[src/hdl/erta_pkg.sv]
// shared types and constants of the echo range trimmed average block
package erta_pkg;

   // field and datapath widths fixed by the word formats
   localparam int STAMP_W   = 64;
   localparam int NUM_W     = 8;
   localparam int TPU_W     = 16;
   localparam int COUNT_W   = 9;
   localparam int OUT_W     = 12;
   localparam int CSR_IDX_W = 8;
   localparam int CSR_DAT_W = 16;

   // divisor is ticks_per_us * 58, at most 58 * 65535 < 2**22
   localparam int DIV_W      = 22;
   localparam int DIV_STEPS  = 4;
   localparam int DIV_CYCLES = STAMP_W / DIV_STEPS;
   localparam int DIV_CNT_W  = $clog2(DIV_CYCLES);

   localparam int CM_DIVISOR = 58;
   localparam int OUT_LIMIT  = 4095;

   // register indexes and reset values
   localparam logic [CSR_IDX_W-1:0] CSR_AVG_COUNT    = 8'd0;
   localparam logic [CSR_IDX_W-1:0] CSR_TICKS_PER_US = 8'd1;
   localparam logic [NUM_W-1:0]     AVG_COUNT_RST    = 8'd1;
   localparam logic [TPU_W-1:0]     TICKS_PER_US_RST = 16'd400;

   typedef enum logic [2:0] {
      ST_IDLE,
      ST_DIST,
      ST_UPDATE,
      ST_CHECK,
      ST_AVG,
      ST_EMIT
   } state_type;

endpackage

[src/hdl/echo_range_trimmed_average_top.sv]
// echo range trimmed average: sequencer, shared iterative divider and window state
// usage
//   req_ channel: one word per sample slot, rising and falling echo stamps.
//   a slot with a zero stamp or falling before rising is counted but gives
//   no distance. every avg_count+2 slots (3 if avg_count is 0) one rsp_ word is
//   emitted: window distance sum less smallest and largest, divided by avg_count.
//   csr_ channel: index 0 avg_count, index 1 ticks_per_us, always ready;
//   write only while the block is idle.
// timing
//   one shared radix-16 restoring divider, 4 quotient bits a cycle, sets the
//   rate. a valid slot passes the divide by 58*ticks_per_us, the update and
//   the window check before req_ready again, a skipped slot only update and
//   check. the closing slot adds the average division (none when too few) and
//   the load of the output register before rsp_valid.
// reset
//   synchronous active-high reset: avg_count 1, ticks_per_us 400, window
//   cleared, no word pending on the output.
// stall
//   the result sits in an output register; the next slot is accepted while it
//   waits. only when a further result is ready does the sequencer hold.
module echo_range_trimmed_average_top #(
   parameter int MAX_DISTANCE_CM = 4095
) (
   input  logic                               clock,
   input  logic                               reset,
   // sample slot input
   input  logic                               req_valid,
   output logic                               req_ready,
   input  logic [erta_pkg::STAMP_W-1:0]       req_rising_stamp,
   input  logic [erta_pkg::STAMP_W-1:0]       req_falling_stamp,
   // result output
   output logic                               rsp_valid,
   input  logic                               rsp_ready,
   output logic [erta_pkg::OUT_W-1:0]         rsp_distance_cm,
   output logic [erta_pkg::COUNT_W-1:0]       rsp_valid_samples,
   output logic                               rsp_too_few,
   // register write port
   input  logic                               csr_valid,
   output logic                               csr_ready,
   input  logic [erta_pkg::CSR_IDX_W-1:0]     csr_index,
   input  logic [erta_pkg::CSR_DAT_W-1:0]     csr_data
);

   // distance and sum widths follow from the saturation limit
   localparam int DIST_W = $clog2(MAX_DISTANCE_CM + 1);
   localparam int SUM_W  = DIST_W + erta_pkg::COUNT_W;
   localparam int STW    = erta_pkg::STAMP_W;
   localparam int DVW    = erta_pkg::DIV_W;
   localparam int CNW    = erta_pkg::COUNT_W;

   // configuration
   logic [erta_pkg::NUM_W-1:0] avg_count_ff;
   logic [erta_pkg::TPU_W-1:0] ticks_per_us_ff;
   logic [erta_pkg::NUM_W-1:0] n_eff;
   logic [erta_pkg::TPU_W-1:0] tpu_eff;

   // sequencer
   erta_pkg::state_type state_ff, state_in;

   // window state
   logic [CNW-1:0]    slot_count_ff, slot_count_in;
   logic [SUM_W-1:0]  running_sum_ff, running_sum_in;
   logic [DIST_W-1:0] smallest_ff, smallest_in;
   logic [DIST_W-1:0] largest_ff, largest_in;
   logic [CNW-1:0]    good_count_ff, good_count_in;
   logic              slot_good_ff, slot_good_in;
   logic              few_ff, few_in;

   // shared divider: quotient register shifts the dividend out at the top
   logic [STW-1:0]                    div_quo_ff, div_quo_in;
   logic [DVW-1:0]                    div_rem_ff, div_rem_in;
   logic [DVW-1:0]                    div_dsr_ff, div_dsr_in;
   logic [erta_pkg::DIV_CNT_W-1:0]    div_cnt_ff, div_cnt_in;
   logic [STW-1:0]                    step_quo;
   logic [DVW-1:0]                    step_rem;
   logic [DVW:0]                      step_part;
   logic                              div_last;

   // output register
   logic                          rsp_valid_ff, rsp_valid_in;
   logic [erta_pkg::OUT_W-1:0]    rsp_dist_ff, rsp_dist_in;
   logic [CNW-1:0]                rsp_count_ff, rsp_count_in;
   logic                          rsp_few_ff, rsp_few_in;

   // datapath helpers
   logic                  req_fire;
   logic                  stamps_good;
   logic [DIST_W-1:0]     dist_sat;
   logic [erta_pkg::OUT_W-1:0] avg_sat;
   logic                  window_closed;
   logic [SUM_W-1:0]      trimmed;
   logic                  out_free;

   assign req_ready = (state_ff == erta_pkg::ST_IDLE);
   assign req_fire  = req_valid && req_ready;
   assign csr_ready = 1'b1;

   assign n_eff   = (avg_count_ff == '0) ? erta_pkg::NUM_W'(1) : avg_count_ff;
   assign tpu_eff = (ticks_per_us_ff == '0) ? erta_pkg::TPU_W'(1) : ticks_per_us_ff;

   assign stamps_good = (req_rising_stamp != '0) && (req_falling_stamp != '0)
                        && (req_falling_stamp >= req_rising_stamp);

   // floor(floor(diff/t)/58) equals floor(diff/(58*t))
   assign dist_sat = ((|div_quo_ff[STW-1:DIST_W])
                      || (div_quo_ff[DIST_W-1:0] > DIST_W'(MAX_DISTANCE_CM)))
                     ? DIST_W'(MAX_DISTANCE_CM) : div_quo_ff[DIST_W-1:0];

   assign avg_sat = (|div_quo_ff[STW-1:erta_pkg::OUT_W])
                    ? erta_pkg::OUT_W'(erta_pkg::OUT_LIMIT)
                    : div_quo_ff[erta_pkg::OUT_W-1:0];

   assign window_closed = ({1'b0, slot_count_ff})
                          >= ({2'b00, n_eff} + (CNW + 1)'(2));
   assign trimmed  = running_sum_ff - SUM_W'(smallest_ff) - SUM_W'(largest_ff);
   assign div_last = (div_cnt_ff == erta_pkg::DIV_CNT_W'(erta_pkg::DIV_CYCLES - 1));
   assign out_free = !rsp_valid_ff || rsp_ready;

   // four restoring steps per cycle on the narrow remainder
   always_comb begin
      step_rem  = div_rem_ff;
      step_quo  = div_quo_ff;
      step_part = '0;
      for (int i = 0; i < erta_pkg::DIV_STEPS; i++) begin
         step_part = {step_rem, step_quo[STW-1]};
         step_quo  = {step_quo[STW-2:0], 1'b0};
         if (step_part >= {1'b0, div_dsr_ff}) begin
            step_part   = step_part - {1'b0, div_dsr_ff};
            step_quo[0] = 1'b1;
         end
         step_rem = step_part[DVW-1:0];
      end
   end

   // sequencer and datapath next values
   always_comb begin
      state_in       = state_ff;
      slot_count_in  = slot_count_ff;
      running_sum_in = running_sum_ff;
      smallest_in    = smallest_ff;
      largest_in     = largest_ff;
      good_count_in  = good_count_ff;
      slot_good_in   = slot_good_ff;
      few_in         = few_ff;
      div_quo_in     = div_quo_ff;
      div_rem_in     = div_rem_ff;
      div_dsr_in     = div_dsr_ff;
      div_cnt_in     = div_cnt_ff;
      rsp_valid_in   = rsp_valid_ff && !rsp_ready;
      rsp_dist_in    = rsp_dist_ff;
      rsp_count_in   = rsp_count_ff;
      rsp_few_in     = rsp_few_ff;

      case (state_ff)
         erta_pkg::ST_IDLE: begin
            if (req_fire) begin
               slot_good_in = stamps_good;
               div_quo_in   = req_falling_stamp - req_rising_stamp;
               div_rem_in   = '0;
               div_dsr_in   = DVW'(tpu_eff) * DVW'(erta_pkg::CM_DIVISOR);
               div_cnt_in   = '0;
               state_in     = stamps_good ? erta_pkg::ST_DIST : erta_pkg::ST_UPDATE;
            end
         end
         erta_pkg::ST_DIST, erta_pkg::ST_AVG: begin
            div_quo_in = step_quo;
            div_rem_in = step_rem;
            div_cnt_in = div_cnt_ff + erta_pkg::DIV_CNT_W'(1);
            if (div_last) begin
               state_in = (state_ff == erta_pkg::ST_DIST)
                          ? erta_pkg::ST_UPDATE : erta_pkg::ST_EMIT;
            end
         end
         erta_pkg::ST_UPDATE: begin
            if (slot_good_ff) begin
               running_sum_in = running_sum_ff + SUM_W'(dist_sat);
               good_count_in  = good_count_ff + CNW'(1);
               if (dist_sat < smallest_ff) smallest_in = dist_sat;
               if (dist_sat > largest_ff)  largest_in  = dist_sat;
            end
            slot_count_in = slot_count_ff + CNW'(1);
            state_in      = erta_pkg::ST_CHECK;
         end
         erta_pkg::ST_CHECK: begin
            if (!window_closed) begin
               state_in = erta_pkg::ST_IDLE;
            end else if (good_count_ff < CNW'(2)) begin
               few_in   = 1'b1;
               state_in = erta_pkg::ST_EMIT;
            end else begin
               few_in     = 1'b0;
               div_quo_in = STW'(trimmed);
               div_rem_in = '0;
               div_dsr_in = DVW'(n_eff);
               div_cnt_in = '0;
               state_in   = erta_pkg::ST_AVG;
            end
         end
         erta_pkg::ST_EMIT: begin
            // hold until the output register can take the word
            if (out_free) begin
               rsp_valid_in   = 1'b1;
               rsp_dist_in    = few_ff ? '0 : avg_sat;
               rsp_count_in   = good_count_ff;
               rsp_few_in     = few_ff;
               slot_count_in  = '0;
               running_sum_in = '0;
               smallest_in    = DIST_W'(MAX_DISTANCE_CM);
               largest_in     = '0;
               good_count_in  = '0;
               state_in       = erta_pkg::ST_IDLE;
            end
         end
         default: begin
            state_in = erta_pkg::ST_IDLE;
         end
      endcase
   end

   // control and window registers
   always_ff @(posedge clock) begin
      if (reset) begin
         state_ff        <= erta_pkg::ST_IDLE;
         avg_count_ff    <= erta_pkg::AVG_COUNT_RST;
         ticks_per_us_ff <= erta_pkg::TICKS_PER_US_RST;
         slot_count_ff   <= '0;
         running_sum_ff  <= '0;
         smallest_ff     <= DIST_W'(MAX_DISTANCE_CM);
         largest_ff      <= '0;
         good_count_ff   <= '0;
         rsp_valid_ff    <= 1'b0;
      end else begin
         state_ff       <= state_in;
         slot_count_ff  <= slot_count_in;
         running_sum_ff <= running_sum_in;
         smallest_ff    <= smallest_in;
         largest_ff     <= largest_in;
         good_count_ff  <= good_count_in;
         rsp_valid_ff   <= rsp_valid_in;
         if (csr_valid && csr_ready) begin
            case (csr_index)
               erta_pkg::CSR_AVG_COUNT: begin
                  avg_count_ff <= csr_data[erta_pkg::NUM_W-1:0];
               end
               erta_pkg::CSR_TICKS_PER_US: begin
                  ticks_per_us_ff <= csr_data[erta_pkg::TPU_W-1:0];
               end
               default: begin
               end
            endcase
         end
      end
   end

   // payload registers
   always_ff @(posedge clock) begin
      slot_good_ff <= slot_good_in;
      few_ff       <= few_in;
      div_quo_ff   <= div_quo_in;
      div_rem_ff   <= div_rem_in;
      div_dsr_ff   <= div_dsr_in;
      div_cnt_ff   <= div_cnt_in;
      rsp_dist_ff  <= rsp_dist_in;
      rsp_count_ff <= rsp_count_in;
      rsp_few_ff   <= rsp_few_in;
   end

   assign rsp_valid         = rsp_valid_ff;
   assign rsp_distance_cm   = rsp_dist_ff;
   assign rsp_valid_samples = rsp_count_ff;
   assign rsp_too_few       = rsp_few_ff;

`ifndef SYNTHESIS
   // a slot keeps the sequencer busy for at least the cycle after accept
   a_busy_after_accept: assert property (@(posedge clock) disable iff (reset)
      req_fire |=> !req_ready)
      else $error("req_ready right after an accepted word");

   // the average division always leads to loading the output
   a_avg_to_emit: assert property (@(posedge clock) disable iff (reset)
      (state_ff == erta_pkg::ST_AVG && div_last) |=> (state_ff == erta_pkg::ST_EMIT))
      else $error("average division did not end in emit");

   // too_few words carry zero distance
   a_few_zero: assert property (@(posedge clock) disable iff (reset)
      (rsp_valid && rsp_too_few) |-> (rsp_distance_cm == '0))
      else $error("too_few word with nonzero distance");

   // a trimmed result needs at least two valid samples
   a_enough_samples: assert property (@(posedge clock) disable iff (reset)
      (rsp_valid && !rsp_too_few) |-> (rsp_valid_samples >= CNW'(2)))
      else $error("trimmed result with fewer than two samples");

   // valid samples never outnumber slots in the window
   a_good_le_slots: assert property (@(posedge clock) disable iff (reset)
      good_count_ff <= slot_count_ff)
      else $error("good count above slot count");
`endif

endmodule
[config.mk]
export PLATFORM = sky130hd
export DESIGN_NAME = echo_range_trimmed_average_top
export DESIGN_NICKNAME = d
export VERILOG_FILES = /design/src/hdl/erta_pkg.sv /design/src/hdl/echo_range_trimmed_average_top.sv
export SDC_FILE = /design/constraint.sdc
export NUM_CORES = 1
export LEC_CHECK = 0
export BUFFER_PORTS_ARGS = -buffer_cell sky130_fd_sc_hd__buf_2
export CELL_PAD_IN_SITES_DETAIL_PLACEMENT = 1
export CELL_PAD_IN_SITES_GLOBAL_PLACEMENT = 1
export CORE_MARGIN = 3
export CORE_UTILIZATION = 40
export CTS_BUF_LIST = sky130_fd_sc_hd__clkbuf_4 sky130_fd_sc_hd__clkbuf_8
export CTS_CLUSTER_DIAMETER = 40
export DETAILED_ROUTE_END_ITERATION = 8
export GPL_TIMING_DRIVEN = 0
export PLACE_DENSITY_LB_ADDON = 0.25
export SLEW_MARGIN = 20
export SYNTH_ARGS = -nofsm -noshare
export SYNTH_HDL_FRONTEND = slang
export SYNTH_SLANG_ARGS = --single-unit
[constraint.sdc]
create_clock -name clock -period 19.3 [get_ports clock]
set_clock_uncertainty 0.15 [all_clocks]
set_input_delay 5.79 -clock clock [delete_from_list [all_inputs] [get_ports clock]]
set_output_delay 5.79 -clock clock [all_outputs]
set_load 0.05 [all_outputs]
==> results of run 1 <==
==> worst min-delay path, delay by kind of cell, from the launching register on <==
family / cells / cell delay (ps)
flops: 1 / 310
simple gates: 1 / 60
compound gates: 1 / 60
==> registers in the layout, summed over array words and instances, names as in the netlist <==
name and cells:
rsp_valid 1, avg_count_ff 8, running_sum_ff 21, div_rem_ff 22
rsp_distance_cm 12, rsp_valid_samples 9, few_ff 1, state_ff 3
ticks_per_us_ff 16, slot_count_ff 9, largest_ff 12, slot_good_ff 1
good_count_ff 9, div_dsr_ff 22, div_quo_ff 64, smallest_ff 12
rsp_too_few 1, div_cnt_ff 4
==> kinds of logic (layout without fill, tap and decap cells) <==
group	after synthesis	after routing
buf+inv	356	620
other cells	1	1
compound gates	693	693
fa+ha+maj	303	303
xor+xnor	195	195
flops	227	227
simple gates	821	821
mux	90	90
==> per-stage QoR <==
step / cells / setup slack (ps) / hold slack [ps]
after floorplan: 2686 / 8850 / 293.6
after global placement: 3613 / 6282 / 306.1
after detailed placement: 3617 / 5799 / 311.3
after CTS: 3698 / 5716 / 319.6
after global routing: 3698 / 4783 / 351.7
final: 3698 / 5706 / 319.4
==> placed cells by master, fill, tap and decap left out, types with 7 or more instances in the layout <==
master / netlist / final
nand3_1: 63 / 63
nor3_1: 41 / 41
fa_1: 43 / 43
a21o_1: 95 / 95
xnor2_1: 116 / 116
nor2_1: 244 / 243
buf_2: 3 / 182
inv_1: 264 / 264
or3_1: 11 / 11
nor2b_1: 23 / 23
clkbuf_4: 0 / 9
xor2_1: 79 / 79
a31oi_1: 22 / 22
clkbuf_8: 0 / 49
ha_1: 260 / 260
clkbuf_1: 80 / 80
a21oi_1: 196 / 196
nor4_1: 62 / 61
mux2i_1: 45 / 45
o31a_1: 7 / 7
edfxtp_1: 136 / 136
dfxtp_1: 91 / 91
a211oi_1: 21 / 20
nand2_1: 200 / 200
o21a_1: 21 / 21
and2_1: 15 / 15
nand2b_1: 33 / 33
a22oi_1: 21 / 21
or2_2: 12 / 12
and3_1: 41 / 41
nand4_1: 55 / 55
o21ai_0: 173 / 173
o31ai_1: 13 / 13
clkinv_1: 1 / 9
mux2_2: 44 / 44
o21bai_1: 36 / 36
o211ai_1: 8 / 8
==> path summary, 6_finish.rpt <==
path / from / to / slack [ps]
setup / recovery: div_dsr_ff[1] / div_rem_ff[12] / 5710
hold / removal: largest_ff[7] / largest_ff[7] / 320
setup reg to reg: div_dsr_ff[1] / div_rem_ff[12] / 5710
hold reg to reg: largest_ff[7] / largest_ff[7] / 320
==> final cells by class <==
type                            count  share of cell area
Inverter                          265             0.03930
Multi-Input combinational cell   2103              0.5982
Buffer                             91             0.01468
Tap cell                          748             0.03697
Clock inverter                     23            0.009095
Sequential cell                   227              0.2333
Clock buffer                       58             0.02931
Timing Repair Buffer              183             0.03915
==> per-layer routing <==
metal | global-route usage | share of wire
met4 | 0.07118 | 0.028
met2 | 0.4408 | 0.47
met5 | 0 | 0.00024
met1 | 0.3286 | 0.45
met3 | 0.04441 | 0.052
==> metrics.cfg, run 1 <==
[sta]
period_share = 0.7043
rsz0062_at_grt = false
slew_violations = 0
worst_pin_slew_ps = 1074
slew_headroom = 0.2774
timing.fmax_ghz = 0.07356
setup_viol_count_final = 0
final-hold-violation-count = 0
post-route-min-period_ps = 13590
setup_tns_ps = 0

[worst_setup_path]
start_kind = flop
slowest_stage = nor3_1
max_stage_delay_ps = 710
cp_max_fo = 10
path_depth = 44
rr_worst_depth = 44
worstSetupPathType = flop to flop
arrival_ps = 13800
end_kind = flop
critPathBufInv = 5
critical-path-top-delay-family = compound AO/OA/AOI/OAI gates
crit_required_ps = 19510

[clock_tree]
cts_root_buf = clkbuf_8
hold_buffers = 0
cts_resized = 0
cts.sinks = 227
path_clk_slew_ps = 60
cts_setup_buffers = 0
clk_path_buf_depth = 3
htree_levels = 2
insertion_delay_ps = 620
cts_inserted_buffers = 46
tritoncts = done

[yosys]
netlist_top_cells_area = edfxtp_1, ha_1, dfxtp_1
yosysSeqAreaShare = 0.2637
synth_top_family_by_area = compound AO/OA/AOI/OAI gates
synth_cell_types = 84
ys_async_sr_fraction = 0
synth_top_area_share = 0.1824
ys_ff_latch = 227
yosysMostFrequentCell = inv_1
yosysWarnings = 0
synthMuxAreaShare = 0.04291
synth.cell_area_um2 = 22390
syn_area_per_cell_um2 = 8.337
synth_xor_area_frac = 0.07627
synth-edff-count = 136
synth_compound_area_frac = 0.1965
yosys.area_share.simple = 0.1757
synth_fa_ha_area_frac = 0.1837
yosysTopAreaCell = edfxtp_1
synth_common_cells = inv_1, ha_1, nor2_1, nand2_1, a21oi_1
postSynthCellCount = 2686
synth_nets = 3146
synthFlopType = edfxtp_1

[routing]
drt-total-wl_mm = 76.18
viasPerCell = 5.624
dr_total_vias = 20796
final_antenna_net_count = 0
drcViolationCount = 0
wl_per_cell_um = 20.60
dr.first_iter.drc_count = 1093
dr.pass1.iters = 4

[die]
die_w_um = 242.6
dieArea_um2 = 58860
row_count = 86
ios = 182
start_util = 0.4057
dieHeight_um = 242.6
coreArea_um2 = 55200

[layout]
filler_cell_count = 6739
antenna_cells = 0
regArea_um2 = 5906
utilization = 0.4585
multi_input_area_um2 = 15140
final_layout_size_suffix_gt1_frac = 0.1163
postLayoutCellArea_um2 = 25310
synthToLayoutAreaGrowth_pct = 13.03
fin_nets = 3377

[global_routing]
grt_pass1_wl_mm = 121.4
grt_max_degree = 25
grtUsageTotal = 0.2553
antenna_found_initial = 1
grt_pass1_vias = 22228
overflow = 0

[min_path]
worstHoldPathType = flop to flop
hold_path_depth = 2

[run]
maxCapViolCount = 0

[placement]
place_congestion = 0.9554
numPortBuffers = 179
dpl_cell_area_um2 = 24330
dp_hpwl_mm = 63.39

[outcome]
status = completed

Power of run 1 is not shown: default switching activity piles up to over one toggle a cycle in this logic, so the estimate is an artifact.
==> inputs of run 2 (changes only) <==
Clock period 19.3 ns to 12.7 ns, I/O delays scaled along.
==> run 2 against run 1 <==
Die area unchanged. Maximum frequency up 13%. Critical endpoint unchanged. Worst hold slack about the same. Design area up 0.43%. Critical path depth up 2.
==> metrics.cfg, run 2 (same netlist as run 1, synthesis figures left out) <==
[die]
dieArea_um2 = 58860  ; unchanged
row_count = 86  ; unchanged
coreArea_um2 = 55200  ; unchanged
ios = 182  ; unchanged
start_util = 0.4057  ; unchanged
die_w_um = 242.6  ; unchanged
dieHeight_um = 242.6  ; unchanged

[routing]
viasPerCell = 5.619  ; about the same
dr.first_iter.drc_count = 1070  ; -2.1%
dr_total_vias = 20828  ; +0.15%
dr.pass1.iters = 5  ; +1
drt-total-wl_mm = 76.35  ; +0.23%
final_antenna_net_count = 0  ; unchanged
wl_per_cell_um = 20.60  ; about the same
drcViolationCount = 0  ; unchanged

[global_routing]
grtUsageTotal = 0.2554  ; about the same
grt_max_degree = 25  ; unchanged
antenna_found_initial = 1  ; unchanged
grt_pass1_wl_mm = 121.4  ; about the same
overflow = 0  ; unchanged
grt_pass1_vias = 22223  ; -0.022%

[clock_tree]
cts.sinks = 227  ; unchanged
tritoncts = done
cts_inserted_buffers = 46  ; unchanged
htree_levels = 2  ; unchanged
cts_root_buf = clkbuf_8
path_clk_slew_ps = 60  ; about the same
clk_path_buf_depth = 3  ; unchanged
hold_buffers = 0  ; unchanged
insertion_delay_ps = 620  ; about the same

[sta]
rsz0062_at_grt = false
slew_headroom = 0.2679  ; -0.009501
setup_viol_count_final = 0  ; unchanged
post-route-min-period_ps = 12050  ; -1548 ps
period_share = 0.9485  ; +0.2442
final-hold-violation-count = 0  ; unchanged
worst_pin_slew_ps = 1088  ; +14.12 ps
timing.fmax_ghz = 0.08301  ; +13%
slew_violations = 0  ; unchanged
setup_slack_ps = 653.9  ; -5052 ps

[layout]
largest_reg_flops = 64  ; unchanged
antenna_cells = 0  ; unchanged
final_layout_size_suffix_gt1_frac = 0.1223  ; +0.006067
top_regs = div_quo_ff: 64 flops, div_dsr_ff: 22 flops, div_rem_ff: 22 flops
layout_commonest_cell = inv_1
fin_nets = 3386  ; +0.27%
synthToLayoutAreaGrowth_pct = 13.52
layout_common_cells = inv_1, ha_1, nor2_1
regMostFlops = div_quo_ff

[worst_setup_path]
max_stage_delay_ps = 580  ; -130 ps
r2r-start = div_dsr_ff[1]
critPathCapture = div_rem_ff[12]
crit_required_ps = 12910  ; -6600 ps
cp_max_fo = 10  ; unchanged
end_kind = flop
rr_worst_depth = 46  ; +4.5%
cp-startpoint = div_dsr_ff[1]
worstSetupPathType = flop to flop
start_kind = flop
arrival_ps = 12260  ; -1540 ps
ff2ff_setup_slack_ps = 650  ; -5050 ps
timing.rr.end = div_rem_ff[12]
slowest_stage = o41ai_2

[outcome]
status = completed

[placement]
post-place-ws_ps = -801.5  ; -6600 ps
place_congestion = 0.9554  ; unchanged
numPortBuffers = 179  ; unchanged
dp_hpwl_mm = 63.39  ; unchanged

[run]
maxCapViolCount = 0  ; unchanged

[min_path]
min-delay-start = largest_ff[3]
worstHoldPathType = flop to flop

[run 2: area by class of cell]
type                       count  area, um^2
timing repair buffer         192        1059
tap                          748       935.9
fill                        6728       29780
clock buffer                  58       742.0
clock inverter                23       230.2
multi-input combinational   2103       15170
buffer                        91       377.9
sequential                   227        5906
inverter                     265       998.5
[run 2: metrics by stage]
step	std cells	cell area [um^2]	hold WS, ps	TNS [ps]	util
floorplan	2686	22390	293.6	0	-
global placement	3613	24230	306.1	-5381	0.4389
detailed placement	3617	24330	311.3	-15070	0.4408
CTS	3700	25340	319.6	0	0.4590
global route	3707	25420	351.7	0	0.4605
finish	3707	25420	319.4	0	0.4605
[run 2: worst min-delay path by stage]
stage                            endpoint  slack [ps]  depth (start not counted)
final                       largest_ff[3]         320                          2
after global routing       largest_ff[11]         350                          2
after detailed placement    largest_ff[7]         310                          2
after CTS                   largest_ff[3]         320                          2
after floorplan           avg_count_ff[0]         290                          2
after global placement      largest_ff[3]         310                          2
[run 2: per-layer routing]
metal / wire length, um / part of all wire / track usage
met2: 35940 / 0.47 / 0.4414
met5: 18 / 0.00024 / 0
met3: 3926 / 0.051 / 0.04419
met1: 34320 / 0.45 / 0.3287
met4: 2141 / 0.028 / 0.07030
[run 2: critical path: cells and delay by family, from the launching register on]
kind,cells,cell delay [ps]
AND/OR/NAND/NOR,9,1900
flip-flops,1,380
multiplexers,1,370
buffers and inverters,6,1430
AO/OA/AOI/OAI,26,6180
adder cells (fa/ha/maj),4,1340
[run 2: repair_timing]
action,4_1_cts,5_1_grt
buffers inserted,2,7
endpoints found under the hold margin,0,0
pin swaps,1,1
setup endpoints to repair,23,23
gates resized for setup,5,9
Power of run 2 is left out for the same reason.
==> inputs of run 3 (changes only) <==
Settings changed: ABC_AREA set to 1, MAX_ROUTING_LAYER set to met4.
==> run 3 against run 2 <==
Worst setup slack better by 1100 ps. Design area is 7.0% higher. Wire length is 12% higher. Largest cell class unchanged. Via count is 19% higher. Flip-flop and latch count stayed put.
==> metrics.cfg, run 3 <==
[outcome]
status = completed

[sta]
worst_pin_slew_ps = 823.6  ; -264.5 ps
setup_tns_ps = 0  ; unchanged
final-hold-violation-count = 0  ; unchanged
slew_headroom = 0.4459  ; +0.1780
timing.fmax_ghz = 0.09142  ; +10%
rsz0062_at_grt = false
period_share = 0.8613  ; -0.08723
slew_violations = 0  ; unchanged
hold-worst-slack_ps = 312.5  ; -6.946 ps
post-route-min-period_ps = 10940  ; -1108 ps
setup_viol_count_final = 0  ; unchanged

[placement]
placed_cells = 4558  ; +26%
dp_hpwl_mm = 70.61  ; +11%
numPortBuffers = 180  ; +0.56%
place_congestion = 0.9306  ; -2.6%

[yosys]
synth_cell_types = 60  ; -29%
postSynthCellCount = 3594  ; +34%
netlist_top_cells_area = edfxtp_1, ha_1, nand2_1
synth_common_cells = nand2_1, inv_1, a21oi_1, nor2_1, ha_1
synth_top_area_share = 0.1695  ; -0.01291
syn_area_per_cell_um2 = 6.706  ; -20%
yosysTopAreaCell = edfxtp_1
ys_ff_latch = 227  ; unchanged
synth-edff-count = 136  ; unchanged
ys_async_sr_fraction = 0  ; unchanged
synthFlopType = edfxtp_1
yosysSeqAreaShare = 0.2450  ; -0.01867
synth.cell_area_um2 = 24100  ; +7.6%
yosysWarnings = 0  ; unchanged
yosysMostFrequentCell = nand2_1
synth_nets = 4054  ; +29%

[die]
coreArea_um2 = 59350  ; +7.5%
dieArea_um2 = 63230  ; +7.4%
row_count = 89  ; +3.5%
start_util = 0.4061  ; about the same
ios = 182  ; unchanged
die_w_um = 251.5  ; +3.6%
dieHeight_um = 251.5  ; +3.6%

[min_path]
worstHoldPathType = flop to flop

[global_routing]
grtUsageTotal = 0.2714  ; +0.01598
overflow = 0  ; unchanged
grt_max_degree = 26  ; +4.0%
grt_pass1_vias = 25356  ; +14%
antenna_found_initial = 1  ; unchanged
grt_pass1_wl_mm = 133.6  ; +10%

[clock_tree]
htree_levels = 2  ; unchanged
cts.sinks = 227  ; unchanged
cts_root_buf = clkbuf_8
hold_buffers = 0  ; unchanged
path_clk_slew_ps = 60  ; about the same
cts_inserted_buffers = 48  ; +4.3%
insertion_delay_ps = 630  ; about the same
tritoncts = done
clk_path_buf_depth = 3  ; unchanged
cts_setup_buffers = 0  ; -2
cts_resized = 0  ; -5

[layout]
synthToLayoutAreaGrowth_pct = 12.82
regMostFlops = div_quo_ff
largest_reg_flops = 64  ; unchanged
fin_nets = 4295  ; +27%
top_regs = div_quo_ff: 64 flops, div_dsr_ff: 22 flops, div_rem_ff: 22 flops
layout_common_cells = nand2_1, inv_1, a21oi_1
final_cell_count_no_fill = 4649  ; +25%
filler_cell_count = 7971  ; +18%
layout_commonest_cell = nand2_1
final_layout_size_suffix_gt1_frac = 0.08800  ; -0.03434

[worst_setup_path]
timing.rr.end = div_rem_ff[16]
rr_worst_depth = 64  ; +39%
start_kind = flop
ff2ff_setup_slack_ps = 1760  ; +1110 ps
slowest_stage = inv_1
cp_max_fo = 10  ; unchanged
critical-path-top-delay-family = simple AND/OR/NAND/NOR gates
end_kind = flop
path_depth = 64  ; +39%
cp-startpoint = div_dsr_ff[1]
r2r-start = div_dsr_ff[1]
cp_common_cell = nand2_1
max_stage_delay_ps = 500  ; -80 ps
critPathCapture = div_rem_ff[16]
crit_required_ps = 12930  ; +20 ps
worstSetupPathType = flop to flop
arrival_ps = 11170  ; -1090 ps
critPathBufInv = 10  ; +4

[routing]
drcViolationCount = 0  ; unchanged
final_antenna_net_count = 0  ; unchanged
viasPerCell = 5.317  ; -5.4%
drt-total-wl_mm = 85.22  ; +12%
wl_per_cell_um = 18.33  ; -11%
dr_total_vias = 24717  ; +19%
dr.pass1.iters = 5  ; unchanged
dr.first_iter.drc_count = 1300  ; +21%

[run]
maxCapViolCount = 0  ; unchanged

-- run 3: cell types whose count changed after synthesis, sizes merged, moves of 45 or more --
cell / change
a21o: -71
a21oi: +166
inv: +378
mux2: -45
mux2i: -45
nand2: +618
nand3: +123
nor2: +72
o21ai: +71
xnor2: -71
-- run 3: area by class of cell --
type / count / area, um^2 / area share
Multi-Input combinational cell: 2658 / 15510 / 0.5705
Sequential cell: 227 / 5906 / 0.2172
Inverter: 645 / 2421 / 0.08904
Timing Repair Buffer: 191 / 987.2 / 0.03631
Tap cell: 773 / 967.2 / 0.03557
Clock buffer: 64 / 812.0 / 0.02987
Clock inverter: 26 / 300.3 / 0.01104
Buffer: 64 / 282.8 / 0.01040
Antenna cell: 1 / 2.502 / 0.00009203
-- run 3: tightest hold or removal path, cell delays in order, from the launching register on --
cell and delay [ps]:
dfxtp_1 300, nand2_1 60, a21oi_1 50
-- run 3: kinds of logic after synthesis --
| group | synth area share |
|---|---|
| simple gates | 0.2628 |
| xor+xnor | 0.03525 |
| other cells | 0.0001556 |
| flops | 0.2450 |
| buf+inv | 0.1122 |
| compound gates | 0.1738 |
| fa+ha+maj | 0.1707 |
-- run 3: worst min-delay path by stage --
stage,from,slack [ps],cells past startpoint,to
finish,largest_ff[3],310,2,largest_ff[3]
global route,largest_ff[3],330,2,largest_ff[3]
CTS,largest_ff[8],320,2,largest_ff[8]
detailed placement,largest_ff[7],310,2,largest_ff[7]
global placement,largest_ff[10],300,2,largest_ff[10]
floorplan,few_ff,280,0,rsp_too_few
-- run 3: per-stage QoR --
stage               instance area (um^2)    util  setup WS (ps)
global route                       27190  0.4581          870.5
floorplan                          24100       -           1905
detailed placement                 26070  0.4392           1923
finish                             27190  0.4581           1762
CTS                                27180  0.4580           1809
global placement                   25970  0.4375          -1100
-- run 3: per-layer routing --
layer | vias to the layer above | GRT usage | part of all wire
met5 | - | - | 0
met4 | 0 | 0.07757 | 0.028
met3 | 134 | 0.03010 | 0.047
met2 | 482 | 0.4593 | 0.48
met1 | 11737 | 0.3437 | 0.45
li1 | 12364 | - | -
Power of run 3 is left out for the same reason.
